$ cat config.mk
export PLATFORM = sky130hd
export DESIGN_NAME = ultrasonic_range_velocity_core
export DESIGN_NICKNAME = d
export VERILOG_FILES = /design/src/hw/rtl/urv_pkg.sv /design/src/hw/rtl/ultrasonic_range_velocity_core.sv /design/src/hw/rtl/urv_front.sv /design/src/hw/rtl/urv_queue.sv /design/src/hw/rtl/urv_div.sv /design/src/hw/rtl/urv_back.sv
export SDC_FILE = /design/constraint.sdc
export NUM_CORES = 1
export LEC_CHECK = 0
export BUFFER_PORTS_ARGS = -buffer_cell sky130_fd_sc_hd__buf_2
export CAP_MARGIN = 20
export CORE_AREA = 2 2 252 254
export DETAILED_ROUTE_END_ITERATION = 10
export DIE_AREA = 0 0 254 256
export PLACE_DENSITY = 0.73
export SLEW_MARGIN = 30
export SYNTH_ARGS = -nofsm -noshare
export SYNTH_HDL_FRONTEND = slang
export SYNTH_SLANG_ARGS = --single-unit
$ cat constraint.sdc
create_clock -name clk -period 7.31 [get_ports clk]
set_clock_uncertainty 0.05 [all_clocks]
set_input_delay 0.731 -clock clk [delete_from_list [all_inputs] [get_ports clk]]
set_output_delay 0.731 -clock clk [all_outputs]
set_load 0.005 [all_outputs]
$ cat src/hw/rtl/urv_pkg.sv
`default_nettype none

package urv_pkg;

    // field and counter widths
    localparam int ECHO_BITS     = 16;
    localparam int INTERVAL_BITS = 32;
    localparam int TRIG_BITS     = 8;
    localparam int DIST_BITS     = 11;
    localparam int SPEED_BITS    = 16;
    localparam int SCALE_BITS    = 14;

    localparam logic [TRIG_BITS-1:0]  TRIG_RESET  = 8'd10;
    localparam logic [SCALE_BITS-1:0] SPEED_SCALE = 14'd10000;
    localparam logic [DIST_BITS-1:0]  DIST_MAX    = 11'd2047;
    localparam logic [SPEED_BITS-1:0] SPEED_MAX   = 16'hFFFF;

    // width / 58 by reciprocal multiply, exact over the whole echo range
    localparam int CM_DIVISOR  = 58;
    localparam int RECIP_SHIFT = ECHO_BITS + 6;
    localparam int RECIP_BITS  = ECHO_BITS + 1;
    localparam logic [RECIP_BITS-1:0] RECIP_MUL =
        RECIP_BITS'(((64'd1 << RECIP_SHIFT) + 64'(CM_DIVISOR - 1)) / 64'(CM_DIVISOR));
    localparam int PROD_BITS = ECHO_BITS + RECIP_BITS;
    localparam int QUOT_BITS = PROD_BITS - RECIP_SHIFT;
    localparam int DIST_EXT  = (QUOT_BITS > DIST_BITS) ? QUOT_BITS : DIST_BITS;

    // speed numerator and iterative divider
    localparam int NUM_BITS     = DIST_BITS + SCALE_BITS;
    localparam int DIV_CNT_BITS = $clog2(NUM_BITS + 1);

    // queue between front and back
    localparam int QUEUE_DEPTH = 4;
    localparam int QUEUE_AW    = $clog2(QUEUE_DEPTH);

    typedef enum logic [1:0] {
        PH_TRIGGER = 2'd0,
        PH_WAIT    = 2'd1,
        PH_HIGH    = 2'd2
    } phase_t;

    typedef enum logic [2:0] {
        BK_IDLE   = 3'd0,
        BK_SCALE  = 3'd1,
        BK_DELTA  = 3'd2,
        BK_WEIGHT = 3'd3,
        BK_DIVIDE = 3'd4,
        BK_HOLD   = 3'd5
    } back_state_t;

    // one classified tick
    typedef struct packed {
        logic                     trig;
        logic                     done;
        logic [ECHO_BITS-1:0]     width;
        logic [INTERVAL_BITS-1:0] interval;
    } urv_rec_t;

endpackage

`default_nettype wire

$ cat src/hw/rtl/ultrasonic_range_velocity_core.sv
// channel   direction  handshake              payload
// input     in         in_valid / in_stall    echo_level
// output    out        out_valid / out_stall  trigger_level measure_done distance_cm
//                                             change_cm speed_value speed_valid
// config    in         cfg_wr_en              cfg_wr_data (trigger_ticks)
//
// one result transaction per input transaction, in order
// ticks with no completion go straight to the output register once the output is free and the back is idle
// a completing tick goes through the back in steps: reciprocal multiply,
//   difference, scale multiply, then (but for the first measurement) a one-bit-per-cycle divider
// a 4 entry queue holds classified ticks; in_stall rises only when it is full
// rst_n is asynchronous active low; it clears phase, counters and history
`default_nettype none

module ultrasonic_range_velocity_core
    import urv_pkg::*;
(
    input  wire logic                 clk,
    input  wire logic                 rst_n,
    // configuration
    input  wire logic                 cfg_wr_en,
    input  wire logic [TRIG_BITS-1:0] cfg_wr_data,
    // input channel
    input  wire logic                 in_valid,
    output logic                      in_stall,
    input  wire logic                 echo_level,
    // output channel
    output logic                      out_valid,
    input  wire logic                 out_stall,
    output logic                      trigger_level,
    output logic                      measure_done,
    output logic [DIST_BITS-1:0]      distance_cm,
    output logic [DIST_BITS-1:0]      change_cm,
    output logic [SPEED_BITS-1:0]     speed_value,
    output logic                      speed_valid
);

    urv_rec_t front_rec;
    urv_rec_t head_rec;
    logic     q_full;
    logic     q_empty;
    logic     q_pop;
    logic     in_accept;

    // the front advances only when the queue can take the record
    assign in_stall  = q_full;
    assign in_accept = in_valid && !q_full;

    // front: trigger pulse, echo wait, echo width and interval counting
    urv_front u_front (
        .clk         (clk),
        .rst_n       (rst_n),
        .cfg_wr_en   (cfg_wr_en),
        .cfg_wr_data (cfg_wr_data),
        .accept      (in_accept),
        .echo_level  (echo_level),
        .rec         (front_rec)
    );

    // short queue of classified ticks
    urv_queue u_queue (
        .clk      (clk),
        .rst_n    (rst_n),
        .push     (in_accept),
        .push_rec (front_rec),
        .full     (q_full),
        .pop      (q_pop),
        .head_rec (head_rec),
        .empty    (q_empty)
    );

    // back: distance, change, speed and the output register
    urv_back u_back (
        .clk           (clk),
        .rst_n         (rst_n),
        .head_rec      (head_rec),
        .empty         (q_empty),
        .pop           (q_pop),
        .out_valid     (out_valid),
        .out_stall     (out_stall),
        .trigger_level (trigger_level),
        .measure_done  (measure_done),
        .distance_cm   (distance_cm),
        .change_cm     (change_cm),
        .speed_value   (speed_value),
        .speed_valid   (speed_valid)
    );

endmodule

`default_nettype wire

$ cat src/hw/rtl/urv_front.sv
`default_nettype none

module urv_front
    import urv_pkg::*;
(
    input  wire logic                 clk,
    input  wire logic                 rst_n,
    input  wire logic                 cfg_wr_en,
    input  wire logic [TRIG_BITS-1:0] cfg_wr_data,
    input  wire logic                 accept,
    input  wire logic                 echo_level,
    output urv_rec_t                  rec
);

    localparam logic [ECHO_BITS-1:0]     EMAX = '1;
    localparam logic [INTERVAL_BITS-1:0] IMAX = '1;

    logic [TRIG_BITS-1:0]     trig_ticks_reg;
    phase_t                   phase_reg, phase_next;
    logic [TRIG_BITS-1:0]     count_reg, count_next;
    logic [ECHO_BITS-1:0]     width_reg, width_next;
    logic [INTERVAL_BITS-1:0] interval_reg, interval_next;

    logic [TRIG_BITS-1:0]     trig_len;
    logic [TRIG_BITS-1:0]     count_inc;
    logic                     trig_end;
    logic [INTERVAL_BITS-1:0] interval_inc;

    assign trig_len     = (trig_ticks_reg == '0) ? TRIG_BITS'(1) : trig_ticks_reg;
    assign count_inc    = count_reg + TRIG_BITS'(1);
    assign trig_end     = (count_inc >= trig_len) || (count_inc == '0);
    assign interval_inc = (interval_reg == IMAX) ? interval_reg
                                                 : interval_reg + INTERVAL_BITS'(1);

    // next phase
    always_comb
    begin
        phase_next = phase_reg;
        case (phase_reg)
            PH_WAIT:
            begin
                if (echo_level)
                    phase_next = PH_HIGH;
            end
            PH_HIGH:
            begin
                if (!echo_level)
                    phase_next = PH_TRIGGER;
            end
            default:
            begin
                phase_next = trig_end ? PH_WAIT : PH_TRIGGER;
            end
        endcase
    end

    // record and counters
    always_comb
    begin
        rec.trig      = 1'b0;
        rec.done      = 1'b0;
        rec.width     = width_reg;
        rec.interval  = interval_inc;
        count_next    = count_reg;
        width_next    = width_reg;
        interval_next = interval_inc;
        case (phase_reg)
            PH_WAIT:
            begin
                if (echo_level)
                    width_next = ECHO_BITS'(1);
            end
            PH_HIGH:
            begin
                if (echo_level)
                begin
                    if (width_reg != EMAX)
                        width_next = width_reg + ECHO_BITS'(1);
                end
                else
                begin
                    rec.done      = 1'b1;
                    width_next    = '0;
                    count_next    = '0;
                    interval_next = '0;
                end
            end
            default:
            begin
                rec.trig   = 1'b1;
                count_next = trig_end ? '0 : count_inc;
            end
        endcase
    end

    always_ff @(posedge clk or negedge rst_n)
    begin
        if (!rst_n)
        begin
            trig_ticks_reg <= TRIG_RESET;
            phase_reg      <= PH_TRIGGER;
            count_reg      <= '0;
            width_reg      <= '0;
            interval_reg   <= '0;
        end
        else
        begin
            if (cfg_wr_en)
                trig_ticks_reg <= cfg_wr_data;
            if (accept)
            begin
                phase_reg    <= phase_next;
                count_reg    <= count_next;
                width_reg    <= width_next;
                interval_reg <= interval_next;
            end
        end
    end

endmodule

`default_nettype wire

$ cat src/hw/rtl/urv_queue.sv
`default_nettype none

module urv_queue
    import urv_pkg::*;
(
    input  wire logic clk,
    input  wire logic rst_n,
    input  wire logic push,
    input  urv_rec_t  push_rec,
    output logic      full,
    input  wire logic pop,
    output urv_rec_t  head_rec,
    output logic      empty
);

    urv_rec_t            entry_mem [QUEUE_DEPTH];
    logic [QUEUE_AW-1:0] wr_ptr_reg, rd_ptr_reg;
    logic [QUEUE_AW:0]   fill_reg, fill_next;
    logic                do_push, do_pop;

    assign full     = (fill_reg == (QUEUE_AW+1)'(QUEUE_DEPTH));
    assign empty    = (fill_reg == '0);
    assign do_push  = push && !full;
    assign do_pop   = pop && !empty;
    assign head_rec = entry_mem[rd_ptr_reg];

    always_comb
    begin
        fill_next = fill_reg;
        if (do_push && !do_pop)
            fill_next = fill_reg + (QUEUE_AW+1)'(1);
        else if (do_pop && !do_push)
            fill_next = fill_reg - (QUEUE_AW+1)'(1);
    end

    always_ff @(posedge clk or negedge rst_n)
    begin
        if (!rst_n)
        begin
            wr_ptr_reg <= '0;
            rd_ptr_reg <= '0;
            fill_reg   <= '0;
        end
        else
        begin
            fill_reg <= fill_next;
            if (do_push)
                wr_ptr_reg <= wr_ptr_reg + QUEUE_AW'(1);
            if (do_pop)
                rd_ptr_reg <= rd_ptr_reg + QUEUE_AW'(1);
        end
    end

    always_ff @(posedge clk)
    begin
        if (do_push)
            entry_mem[wr_ptr_reg] <= push_rec;
    end

endmodule

`default_nettype wire

$ cat src/hw/rtl/urv_div.sv
`default_nettype none

module urv_div
    import urv_pkg::*;
(
    input  wire logic                     clk,
    input  wire logic                     rst_n,
    input  wire logic                     start,
    input  wire logic [NUM_BITS-1:0]      num,
    input  wire logic [INTERVAL_BITS-1:0] den,
    output logic                          done,
    output logic [NUM_BITS-1:0]           quo
);

    logic                     busy_reg;
    logic                     done_reg;
    logic [DIV_CNT_BITS-1:0]  cnt_reg;
    logic [INTERVAL_BITS-1:0] rem_reg;
    logic [INTERVAL_BITS-1:0] den_reg;
    logic [NUM_BITS-1:0]      quo_reg;

    logic [INTERVAL_BITS:0]   trial;
    logic [INTERVAL_BITS:0]   diff;
    logic                     fits;

    // restoring division, one quotient bit a cycle
    assign trial = {rem_reg, quo_reg[NUM_BITS-1]};
    assign diff  = trial - {1'b0, den_reg};
    assign fits  = (trial >= {1'b0, den_reg});
    assign done  = done_reg;
    assign quo   = quo_reg;

    always_ff @(posedge clk or negedge rst_n)
    begin
        if (!rst_n)
        begin
            busy_reg <= 1'b0;
            done_reg <= 1'b0;
            cnt_reg  <= '0;
        end
        else if (start)
        begin
            busy_reg <= 1'b1;
            done_reg <= 1'b0;
            cnt_reg  <= DIV_CNT_BITS'(NUM_BITS);
        end
        else if (busy_reg)
        begin
            cnt_reg <= cnt_reg - DIV_CNT_BITS'(1);
            if (cnt_reg == DIV_CNT_BITS'(1))
            begin
                busy_reg <= 1'b0;
                done_reg <= 1'b1;
            end
        end
        else
        begin
            done_reg <= 1'b0;
        end
    end

    always_ff @(posedge clk)
    begin
        if (start)
        begin
            rem_reg <= '0;
            den_reg <= den;
            quo_reg <= num;
        end
        else if (busy_reg)
        begin
            rem_reg <= fits ? diff[INTERVAL_BITS-1:0] : trial[INTERVAL_BITS-1:0];
            quo_reg <= {quo_reg[NUM_BITS-2:0], fits};
        end
    end

endmodule

`default_nettype wire

$ cat src/hw/rtl/urv_back.sv
`default_nettype none

module urv_back
    import urv_pkg::*;
(
    input  wire logic                  clk,
    input  wire logic                  rst_n,
    input  urv_rec_t                   head_rec,
    input  wire logic                  empty,
    output logic                       pop,
    output logic                       out_valid,
    input  wire logic                  out_stall,
    output logic                       trigger_level,
    output logic                       measure_done,
    output logic [DIST_BITS-1:0]       distance_cm,
    output logic [DIST_BITS-1:0]       change_cm,
    output logic [SPEED_BITS-1:0]      speed_value,
    output logic                       speed_valid
);

    back_state_t state_reg, state_next;

    logic                     out_free;
    logic                     load_tick;
    logic                     load_meas;
    logic                     div_start;
    logic                     div_done;
    logic [NUM_BITS-1:0]      div_quo;

    logic [ECHO_BITS-1:0]     width_reg;
    logic [INTERVAL_BITS-1:0] interval_reg;
    logic [PROD_BITS-1:0]     prod_reg;
    logic [DIST_BITS-1:0]     dist_reg;
    logic [DIST_BITS-1:0]     chg_reg;
    logic [NUM_BITS-1:0]      num_prod;
    logic                     first_reg;
    logic [SPEED_BITS-1:0]    speed_reg;
    logic                     svalid_reg;
    logic [DIST_BITS-1:0]     last_dist_reg;
    logic                     have_prev_reg;

    logic                     out_valid_reg;
    logic                     out_trig_reg;
    logic                     out_done_reg;
    logic [DIST_BITS-1:0]     out_dist_reg;
    logic [DIST_BITS-1:0]     out_chg_reg;
    logic [SPEED_BITS-1:0]    out_speed_reg;
    logic                     out_svalid_reg;

    logic [DIST_EXT-1:0]      quot_ext;
    logic [DIST_BITS-1:0]     dist_sat;
    logic [DIST_BITS-1:0]     chg_abs;
    logic [SPEED_BITS-1:0]    speed_sat;

    assign out_free = !out_valid_reg || !out_stall;

    assign quot_ext  = DIST_EXT'(prod_reg[PROD_BITS-1:RECIP_SHIFT]);
    assign dist_sat  = (quot_ext > DIST_EXT'(DIST_MAX)) ? DIST_MAX : quot_ext[DIST_BITS-1:0];
    assign chg_abs   = (dist_sat > last_dist_reg) ? dist_sat - last_dist_reg
                                                  : last_dist_reg - dist_sat;
    assign speed_sat = (div_quo > NUM_BITS'(SPEED_MAX)) ? SPEED_MAX
                                                        : div_quo[SPEED_BITS-1:0];

    // speed numerator from the registered change, taken by the divider at start
    assign num_prod  = NUM_BITS'(chg_reg) * NUM_BITS'(SPEED_SCALE);

    urv_div u_div (
        .clk   (clk),
        .rst_n (rst_n),
        .start (div_start),
        .num   (num_prod),
        .den   (interval_reg),
        .done  (div_done),
        .quo   (div_quo)
    );

    always_comb
    begin
        state_next = state_reg;
        case (state_reg)
            BK_IDLE:
            begin
                if (!empty && head_rec.done)
                    state_next = BK_SCALE;
            end
            BK_SCALE:  state_next = BK_DELTA;
            BK_DELTA:  state_next = BK_WEIGHT;
            BK_WEIGHT: state_next = first_reg ? BK_HOLD : BK_DIVIDE;
            BK_DIVIDE:
            begin
                if (div_done)
                    state_next = BK_HOLD;
            end
            BK_HOLD:
            begin
                if (out_free)
                    state_next = BK_IDLE;
            end
            default:   state_next = BK_IDLE;
        endcase
    end

    always_comb
    begin
        pop       = 1'b0;
        load_tick = 1'b0;
        load_meas = 1'b0;
        div_start = 1'b0;
        case (state_reg)
            BK_IDLE:
            begin
                if (!empty)
                begin
                    pop       = head_rec.done || out_free;
                    load_tick = !head_rec.done && out_free;
                end
            end
            BK_WEIGHT: div_start = !first_reg;
            BK_HOLD:   load_meas = out_free;
            default:
            begin
                pop = 1'b0;
            end
        endcase
    end

    always_ff @(posedge clk or negedge rst_n)
    begin
        if (!rst_n)
        begin
            state_reg     <= BK_IDLE;
            last_dist_reg <= '0;
            have_prev_reg <= 1'b0;
            out_valid_reg <= 1'b0;
        end
        else
        begin
            state_reg <= state_next;
            if (state_reg == BK_DELTA)
            begin
                last_dist_reg <= dist_sat;
                have_prev_reg <= 1'b1;
            end
            if (load_tick || load_meas)
                out_valid_reg <= 1'b1;
            else if (!out_stall)
                out_valid_reg <= 1'b0;
        end
    end

    // measurement datapath
    always_ff @(posedge clk)
    begin
        if (state_reg == BK_IDLE && pop && head_rec.done)
        begin
            width_reg    <= head_rec.width;
            interval_reg <= head_rec.interval;
        end
        if (state_reg == BK_SCALE)
            prod_reg <= PROD_BITS'(width_reg) * PROD_BITS'(RECIP_MUL);
        if (state_reg == BK_DELTA)
        begin
            dist_reg  <= dist_sat;
            chg_reg   <= chg_abs;
            first_reg <= !have_prev_reg;
        end
        if (state_reg == BK_WEIGHT)
        begin
            speed_reg  <= '0;
            svalid_reg <= 1'b0;
        end
        if (state_reg == BK_DIVIDE && div_done)
        begin
            speed_reg  <= speed_sat;
            svalid_reg <= 1'b1;
        end
    end

    // output register
    always_ff @(posedge clk)
    begin
        if (load_tick)
        begin
            out_trig_reg   <= head_rec.trig;
            out_done_reg   <= 1'b0;
            out_dist_reg   <= '0;
            out_chg_reg    <= '0;
            out_speed_reg  <= '0;
            out_svalid_reg <= 1'b0;
        end
        else if (load_meas)
        begin
            out_trig_reg   <= 1'b0;
            out_done_reg   <= 1'b1;
            out_dist_reg   <= dist_reg;
            out_chg_reg    <= chg_reg;
            out_speed_reg  <= speed_reg;
            out_svalid_reg <= svalid_reg;
        end
    end

    assign out_valid     = out_valid_reg;
    assign trigger_level = out_trig_reg;
    assign measure_done  = out_done_reg;
    assign distance_cm   = out_dist_reg;
    assign change_cm     = out_chg_reg;
    assign speed_value   = out_speed_reg;
    assign speed_valid   = out_svalid_reg;

endmodule

`default_nettype wire

==> results.md, run 1 <==
* Worst EP arrival at 6.75 ns
* CTS tree: built
* Cts bufs inserted at 54
* Hpwl dp at roughly 40000 µm
* Clock Path Buffers at 3
* Largest register FFs at 200
* Max-slew headroom at between 30% and 40%
* Pre-antenna DRT Iters at 5
* Rows at 92
* Largest Register: u_queue.entry_mem
* Post-route DRC violation count at 0
* Post-Route WL at about 58000 µm
* Layout area overhead at 10.4%
* Outcome: completed
* Worst-margin pin slew at ~0.94 ns
* Drt initial violations at around 1200
* RSZ-0062 raised after global routing: false
* DR vias/cell at between 5 and 6
* Yosys warns at 0
* Most common cell in the netlist: edfxtp_1
* Starting Density at 46.4%
* Via count at 18200
* Top cell type's share of synthesized area at 36.5%
* # Post-CTS Setup Buffers at 0
* GRT Total Usage at between 10% and 20%
* Syn_nets at around 2800
* Nets at 2861
* Setup violators final at 0
* Max-cap viol count at 0
* Tmin final at between 6 and 7 ns
* Gp weighted congestion at around 0.9
* DIE AREA at between 60000 and 70000 µm²
* Clock Latency Late Sink at 0.61 ns
* Sequential-to-total area share from yosys stat at 50.1%
* CP Class: register to register
* Async set-reset flop share out of synthesis at a little under a fifth
* Worst min-delay path category: primary input to async pin
* Pin count of the biggest net entering global routing at 67
* CTS clk-pin slew, worst paths at around 0.06 ns
* Fillers at 5332
* Largest area contributor in the netlist: edfxtp_1
* ANT nets after route at 0
* CP endpoint kind: register
* Share of cells above drive strength 1 at slightly below 10%
* Initial antenna violation count at 0
* Register area at 14500 µm²
* Die Height at 256 µm
* First-pass GRT wire length at between 90000 and 100000 µm
* Final Hold Viols at 0
* Setup_tns at 0 ns
* Root Buffer: clkbuf_16
* Diode count at 0
* Final-report max-slew violation count at 0
* Post-synth EDFFs at around 350
* Die X at approximately 250 µm
* CP Data Required Time at roughly 7.6 ns
* Inst Count DP at between 3000 and 4000
* Area of the multi-input gates at ~13000 µm²
* Synth area leaders: edfxtp_1, ha_1, dfrtp_1
* Overflow left after global routing at 0
* F_max at 155 MHz
* Buffers added on ports at 56
* Worst Path Max Fanout at 8
* Post-cts sizing count at 0
* Cell Area, Synth at slightly below 30000 µm²
* Core area at between 60000 and 70000 µm²
* Synth unique cells at 77
* Vias in the first global route at 18700
* Post-route clock period utilization at 88.1%
* CTS hold repair buffers at 0
* Post-Syn Area per Cell at approximately 12 µm²
* Drt wl/cell at about 17 µm
* Post-Syn Instances at ~2500
* Ys flop type: edfxtp_1
* Ports at 57
* Most frequent cells after synthesis: edfxtp_1, inv_1, ha_1, nand2_1, a21oi_1
* Htree depth at 2
* Worst setup SP type: register
* Num Clock Sinks at between 500 and 600
* FF+latch count, synth at about 530
* Finished Layout Cells at approximately 3400
final cells by class:
cell class	count	share of cell area [%]
Sequential cell	525	45.4
Clock inverter	23	0.877
Timing Repair Buffer	74	1.31
Multi-Input combinational cell	1548	40.7
Inverter	289	3.39
Tap cell	846	3.31
Clock buffer	79	4.95
metrics by stage:
| step | hold slack (ns) | cell area, µm² | util (%) | setup WS (ns) |
|---|---|---|---|---|
| 6_report | 0.0989 | 32000 | 51.2 | 0.873 |
| 5_1_grt | 0.113 | 32000 | 51.2 | 0.559 |
| 4_1_cts | 0.0991 | 32000 | 51.2 | 0.851 |
| 3_5_place_dp | 0.355 | 30100 | 48.2 | 0.883 |
| 3_3_place_gp | 0.351 | 30100 | 48.2 | 0.934 |
| 2_1_floorplan | 0.350 | 29000 | - | 1.42 |
layer usage:
layer	vias up	part of all wire [%]	track usage (%)
li1	8700	-	-
met1	9048	44	23.9
met2	414	50	31.0
met3	68	4.9	3.15
met4	0	1.7	4.43
met5	-	0	0
logic make-up after synthesis:
group | after synthesis | share of synthesized area, %
fa+ha+maj | 355 | 18.1
xor+xnor | 120 | 3.63
mux | 74 | 4.75
flops | 525 | 50.1
buf+inv | 382 | 5.04
compound gates | 424 | 9.11
simple gates | 575 | 9.21
worst max-delay path: stages, from the launching register on:
cell	delay (ns)
edfxtp_1	0.56
fa_1	0.61
inv_1	0.05
fa_1	0.48
inv_1	0.05
fa_1	0.51
fa_1	0.45
fa_1	0.55
inv_1	0.06
fa_1	0.53
inv_1	0.04
ha_1	0.30
and3_1	0.16
o211ai_1	0.09
o211ai_1	0.13
a21o_1	0.22
a221oi_2	0.44
o31ai_1	0.22
a41oi_1	0.29
nand2b_1	0.12
a21oi_1	0.21
xnor2_1	0.08
worst paths after layout:
check,start,to,slack (ns),depth (start not counted)
worst max-delay path,u_back.width_reg[10],u_back.prod_reg[31],0.87,21
worst min-delay path,rst_n,u_front.width_reg[3],0.1,1
worst max register to register,u_back.width_reg[10],u_back.prod_reg[31],0.87,21
worst min register to register,u_back.interval_reg[22],u_back.u_div.den_reg[22],0.36,0
max in group asynchronous,rst_n,u_front.trig_ticks_reg[7],5.94,2
min in group clk,cfg_wr_data[2],u_front.trig_ticks_reg[2],0.28,3
cells in the final DEF (no fill, tap or decap), drive strengths merged, types with 7 or more instances in the layout:
cell    count
a21o       32
a21oi     134
a22o       10
a31oi      24
and2       21
and3       20
and4        8
buf        74
clkbuf     79
clkinv     18
dfrtp      94
dfxtp      77
edfxtp    352
fa        107
ha        248
inv       289
mux2i      18
mux4       50
nand2     245
nand2b     14
nand3      49
nand4      27
nor2      113
nor2b      19
nor3       19
nor4        7
o211ai      8
o21a       12
o21ai     129
o21bai      7
o31ai      17
or2         7
or3        11
xnor2      62
xor2       58
Power of run 1 is left out: the tool's default activity adds up to more than one toggle a clock period on the data nets, which glitch-free logic cannot reach.
==> inputs of run 2 (changes only) <==
- clock period: 7.31 -> 7.15 ns (I/O delays scaled with it)
==> results.md, run 2 (synthesis gave the netlist of run 1 again) <==
* Outcome: completed
* Post-Route WL at 58300 µm
* Crit path cell chain: fa_1, inv_1, fa_1, inv_1, fa_1, fa_1, fa_1, inv_1, fa_1, inv_1, ha_1, and3_1, o211ai_1, o211ai_1, a21o_1, a221oi_2, o31ai_1, a41oi_1, nand2b_1, a21oi_1, xnor2_1
* Setup violators final at 0
* Layout area overhead at 10.5%
* F_max at between 150 and 200 MHz
* Diode count at 0
* Crit Reg-Reg Endpoint: u_back.prod_reg[31]
* Final Hold Viols at 0
* Final-report max-slew violation count at 0
* Worst-margin pin slew at around 0.95 ns
* Via count at approximately 18000
* ANT nets after route at 0
* Tmin final at between 6 and 7 ns
* Setup_tns at 0 ns
* Nets at about 2900
* Drt wl/cell at 17.2 µm
* Die Height at between 200 and 300 µm
* Worst EP arrival at ~6.7 ns
* CP endpoint kind: register
* Worst min-delay path category: primary input to async pin
* Worst setup SP type: register
* Slowest Stage Delay on Critical Path at 0.59 ns
* Worst Path Max Fanout at 8
* Max-cap viol count at 0
* Drt initial violations at between 1000 and 1500
* Slowest cell on the critical path: fa_1
* Core area at 62400 µm²
* Largest register FFs at 200
* Fin area at 32000 µm²
* Dpl cell area at 30100 µm²
* # Post-CTS Setup Buffers at 0
* GRT Total Usage at a little under a fifth
* Rows at between 90 and 100
* DR vias/cell at about 5.4
* CTS clk-pin slew, worst paths at about 0.060 ns
* Vias in the first global route at around 19000
* CP delay by family, top: adder cells
* Num Clock Sinks at between 500 and 600
* Cts bufs inserted at 55
* Top cell by count, worst path: fa_1
* Post-route clock period utilization at between 80 and 90%
* RR Startpoint: u_back.width_reg[10]
* Pre-antenna DRT Iters at 5
* Die X at roughly 250 µm
* Clock Path Buffers at 3
* Commonest non-fill, non-tap cell in the layout: edfxtp_1
* Gp weighted congestion at ~0.9
* Hpwl dp at ~40000 µm
* DIE AREA at between 60000 and 70000 µm²
* Hold WS at 0.0626 ns
* Root Buffer: clkbuf_16
* Htree depth at 2
* Share of cells above drive strength 1 at between 10 and 15%
* Overflow left after global routing at 0
* Starting Density at 46.4%
* Most frequent cells in the layout: edfxtp_1, inv_1, ha_1
* Post-cts sizing count at 0
* Initial antenna violation count at 0
* RSZ-0062 raised after global routing: false
* CP Data Required Time at around 7.5 ns
* Flop2flop setup slack at approximately 0.78 ns
* Buffers added on ports at 56
* R2R depth at 21
* First-pass GRT wire length at between 90000 and 100000 µm
* CTS hold repair buffers at 0
* Largest Register: u_queue.entry_mem
* CP Class: register to register
* Ports at 57
* CTS tree: built
* Max-slew headroom at 36.9%
* Pin count of the biggest net entering global routing at between 60 and 70
* Post-route DRC violation count at 0
* Buf/Inv on CP at 4
* Clock Latency Late Sink at 0.62 ns
==> run 2: cell count changes in the layout (fill, tap and decap cells not counted), sizes merged <==
cell,previous run,this run
clkbuf,79,77
clkinvlp,1,3
bufinv,4,5
==> run 2: final cells by class <==
cell class / count / area, µm²
fillers: 5355 / 30400
repair buffers: 74 / 418
flip-flops and latches: 525 / 14500
clock buffers: 77 / 1560
clock inverters: 26 / 324
well taps: 846 / 1060
multi-input cells: 1548 / 13000
inverters: 289 / 1080
==> run 2: stage by stage <==
step                      util, %  std cells  worst slack [ns]
after global placement       48.2       3282             0.775
final                        51.3       3385             0.776
after detailed placement     48.2       3282             0.755
after CTS                    51.2       3385             0.726
after floorplan                 -       2455              1.26
after global routing         51.3       3385             0.466
==> run 2: layer usage <==
metal  vias up  share of wire [%]  global-route usage, %
li1       8713                  -                      -
met1      9016                 44                   23.9
met2       397                 49                   31.4
met3        90                4.4                   2.92
met4         0                2.0                   4.82
met5         -                  0                      0
==> run 2: how the worst max path moves through the flow <==
stage | start | end | depth (start not counted)
detailed placement | u_back.width_reg[10] | u_back.prod_reg[31] | 21
global route | u_back.width_reg[10] | u_back.prod_reg[31] | 21
finish | u_back.width_reg[10] | u_back.prod_reg[31] | 21
CTS | u_back.width_reg[10] | u_back.prod_reg[31] | 21
global placement | u_back.width_reg[10] | u_back.prod_reg[31] | 21
floorplan | u_back.width_reg[10] | u_back.prod_reg[31] | 21
Power of run 2 is left out for the same reason.
==> inputs of run 3 (changes only) <==
- CORE_AREA: 2 2 252 254 -> 2 2 256 258
- CTS_BUF_LIST: unset -> sky130_fd_sc_hd__clkbuf_4
- DIE_AREA: 0 0 254 256 -> 0 0 258 260
- PLACE_DENSITY: 0.73 -> 0.58
- SYNTH_HIERARCHICAL: unset -> 1
==> results.md, run 3 <==
* Buf/Inv on CP at 4
* Worst EP arrival at between 6 and 7 ns
* CP endpoint kind: register
* Dpl cell area at around 31000 µm²
* First-pass GRT wire length at between 100000 and 150000 µm
* Clock Latency Late Sink at between 0.9 and 1 ns
* Worst-margin pin slew at slightly below 1 ns
* CP startpoint: u_back/width_reg[11]
* Crit path cell chain: fa_1, inv_1, fa_1, inv_1, fa_1, fa_1, fa_1, inv_1, fa_1, inv_1, ha_1, a21o_1, o21bai_1, a221oi_1, nand3_1, nand3_1, o211ai_1, o31ai_1, xnor2_1
* Post-Syn Instances at between 2000 and 3000
* Layout area overhead at 10.6%
* Drt initial violations at 1038
* ANT nets after route at 0
* Post-synth EDFFs at ~360
* Top cell by count, worst path: fa_1
* WP depth at 19
* Worst Path Max Fanout at 7
* R2R depth at 19
* # Post-CTS Setup Buffers at 0
* Root Buffer: clkbuf_4
* Top cell type's share of synthesized area at a little over a third
* Via count at 19300
* Hold Path Origin: cfg_wr_en
* Synth unique cells at 100
* Overflow left after global routing at 0
* Die X at roughly 260 µm
* Most frequent cells after synthesis: edfxtp_1, inv_1, ha_1, nand2_1, a21oi_1
* GRT Total Usage at roughly a fifth
* Worst min-delay path category: primary input to register
* Pre-antenna DRT Iters at 7
* Cell Area, Synth at about 30000 µm²
* F_max at between 150 and 200 MHz
* Post-route DRC violation count at 0
* Num Clock Sinks at ~530
* CP delay by family, top: adder cells
* CP Data Required Time at slightly below 8 ns
* Final-report max-slew violation count at 0
* DIE AREA at ~67000 µm²
* Sequential-to-total area share from yosys stat at between 40 and 50%
* Post-cts sizing count at 0
* Ys flop type: edfxtp_1
* Hpwl dp at 42400 µm
* Final Hold Viols at 0
* Post-route clock period utilization at between 80% and 90%
* Die Height at between 200 and 300 µm
* Initial antenna violation count at 3
* CTS clk-pin slew, worst paths at 0.06 ns
* DR vias/cell at 5.29
* Synth area leaders: edfxtp_1, ha_1, dfrtp_1
* Gp weighted congestion at around 0.86
* Post-Route WL at roughly 60000 µm
* Post-Syn Area per Cell at 11.9 µm²
* Fin area at approximately 33000 µm²
* Largest Register: u_queue/entry_mem
* Share of cells above drive strength 1 at 16.4%
* FF+latch count, synth at approximately 530
* Htree depth at 4
* Tmin final at a little over 6 ns
* RSZ-0062 raised after global routing: false
* Core area at around 64000 µm²
* Async set-reset flop share out of synthesis at a little under a fifth
* Rows at 93
* Largest area contributor in the netlist: edfxtp_1
* Worst setup SP type: register
* Max-slew headroom at between 30% and 40%
* Pin count of the biggest net entering global routing at 73
* Most frequent cells in the layout: edfxtp_1, inv_1, ha_1
* Clock Path Buffers at 3
* Setup_tns at 0 ns
* Nets at between 3000 and 4000
* Max-cap viol count at 0
* Largest register FFs at 200
* Vias in the first global route at between 15000 and 20000
* Slowest Stage Delay on Critical Path at approximately 0.60 ns
* Ports at 57
* Buffers added on ports at 56
* Setup violators final at 0
* Most common cell in the netlist: edfxtp_1
* CTS tree: built
* Commonest non-fill, non-tap cell in the layout: edfxtp_1
* PnR worst setup slack at ~1.0 ns
* Starting Density at a little under half
* Yosys warns at 6
* Drt wl/cell at approximately 17 µm
* Cts bufs inserted at roughly 140
* RR Startpoint: u_back/width_reg[11]
* Hold Crit Depth at 2
* Outcome: completed
* Pre-CTS worst setup slack at ~1.0 ns
* CP Class: register to register
* Slowest cell on the critical path: fa_1
run 3: kinds of logic (layout without fill, tap and decap cells):
family,Yosys count,in the layout,share of synthesized area [%]
simple gates,588,588,9.62
flops,525,525,48.4
compound gates,441,441,9.82
buf+inv,386,642,5.42
fa+ha+maj,355,355,17.5
xor+xnor,118,118,3.44
mux,106,106,5.80
other cells,1,10,0.0125
run 3: path summary, 6_finish.rpt:
| kind | to | slack (ns) |
|---|---|---|
| max in group asynchronous | u_queue/rd_ptr_reg[1] | 5.73 |
| min | u_front/trig_ticks_reg[0] | 0.14 |
| max | u_back/prod_reg[32] | 1.05 |
| max reg2reg | u_back/prod_reg[32] | 1.05 |
| min in group asynchronous | u_back/last_dist_reg[4] | 0.21 |
| min reg2reg | u_back/u_div/den_reg[27] | 0.36 |
run 3: area by class of cell:
type / instances / area [µm²]
Inverter: 281 / 1050
Antenna cell: 6 / 15.0
Multi-Input combinational cell: 1612 / 13900
Clock buffer: 221 / 1660
Clock inverter: 40 / 285
Fill cell: 5722 / 30900
Tap cell: 855 / 1070
Sequential cell: 525 / 14600
Timing Repair Buffer: 100 / 681
run 3: what timing repair did:
| item | in CTS | in global routing |
|---|---|---|
| setup endpoints to repair | 0 | 0 |
| hold buffers | 24 | 0 |
| hold endpoints to repair | 33 | 0 |
run 3: routing by layer:
metal,vias up,global-route usage (%),routed length (µm)
met5,-,0,9
met4,2,6.63,1130
met3,91,3.89,2490
met2,377,30.1,28400
met1,9390,25.1,28500
li1,9391,-,-
run 3: metrics by stage:
stage	utilization [%]	hold slack, ns	instances
after CTS	51.8	0.00344	3633
after detailed placement	48.4	0.355	3348
after floorplan	-	0.350	2523
final	51.8	0.135	3640
after global placement	48.4	0.352	3348
after global routing	51.8	0.0447	3640
Power of run 3 is left out for the same reason.
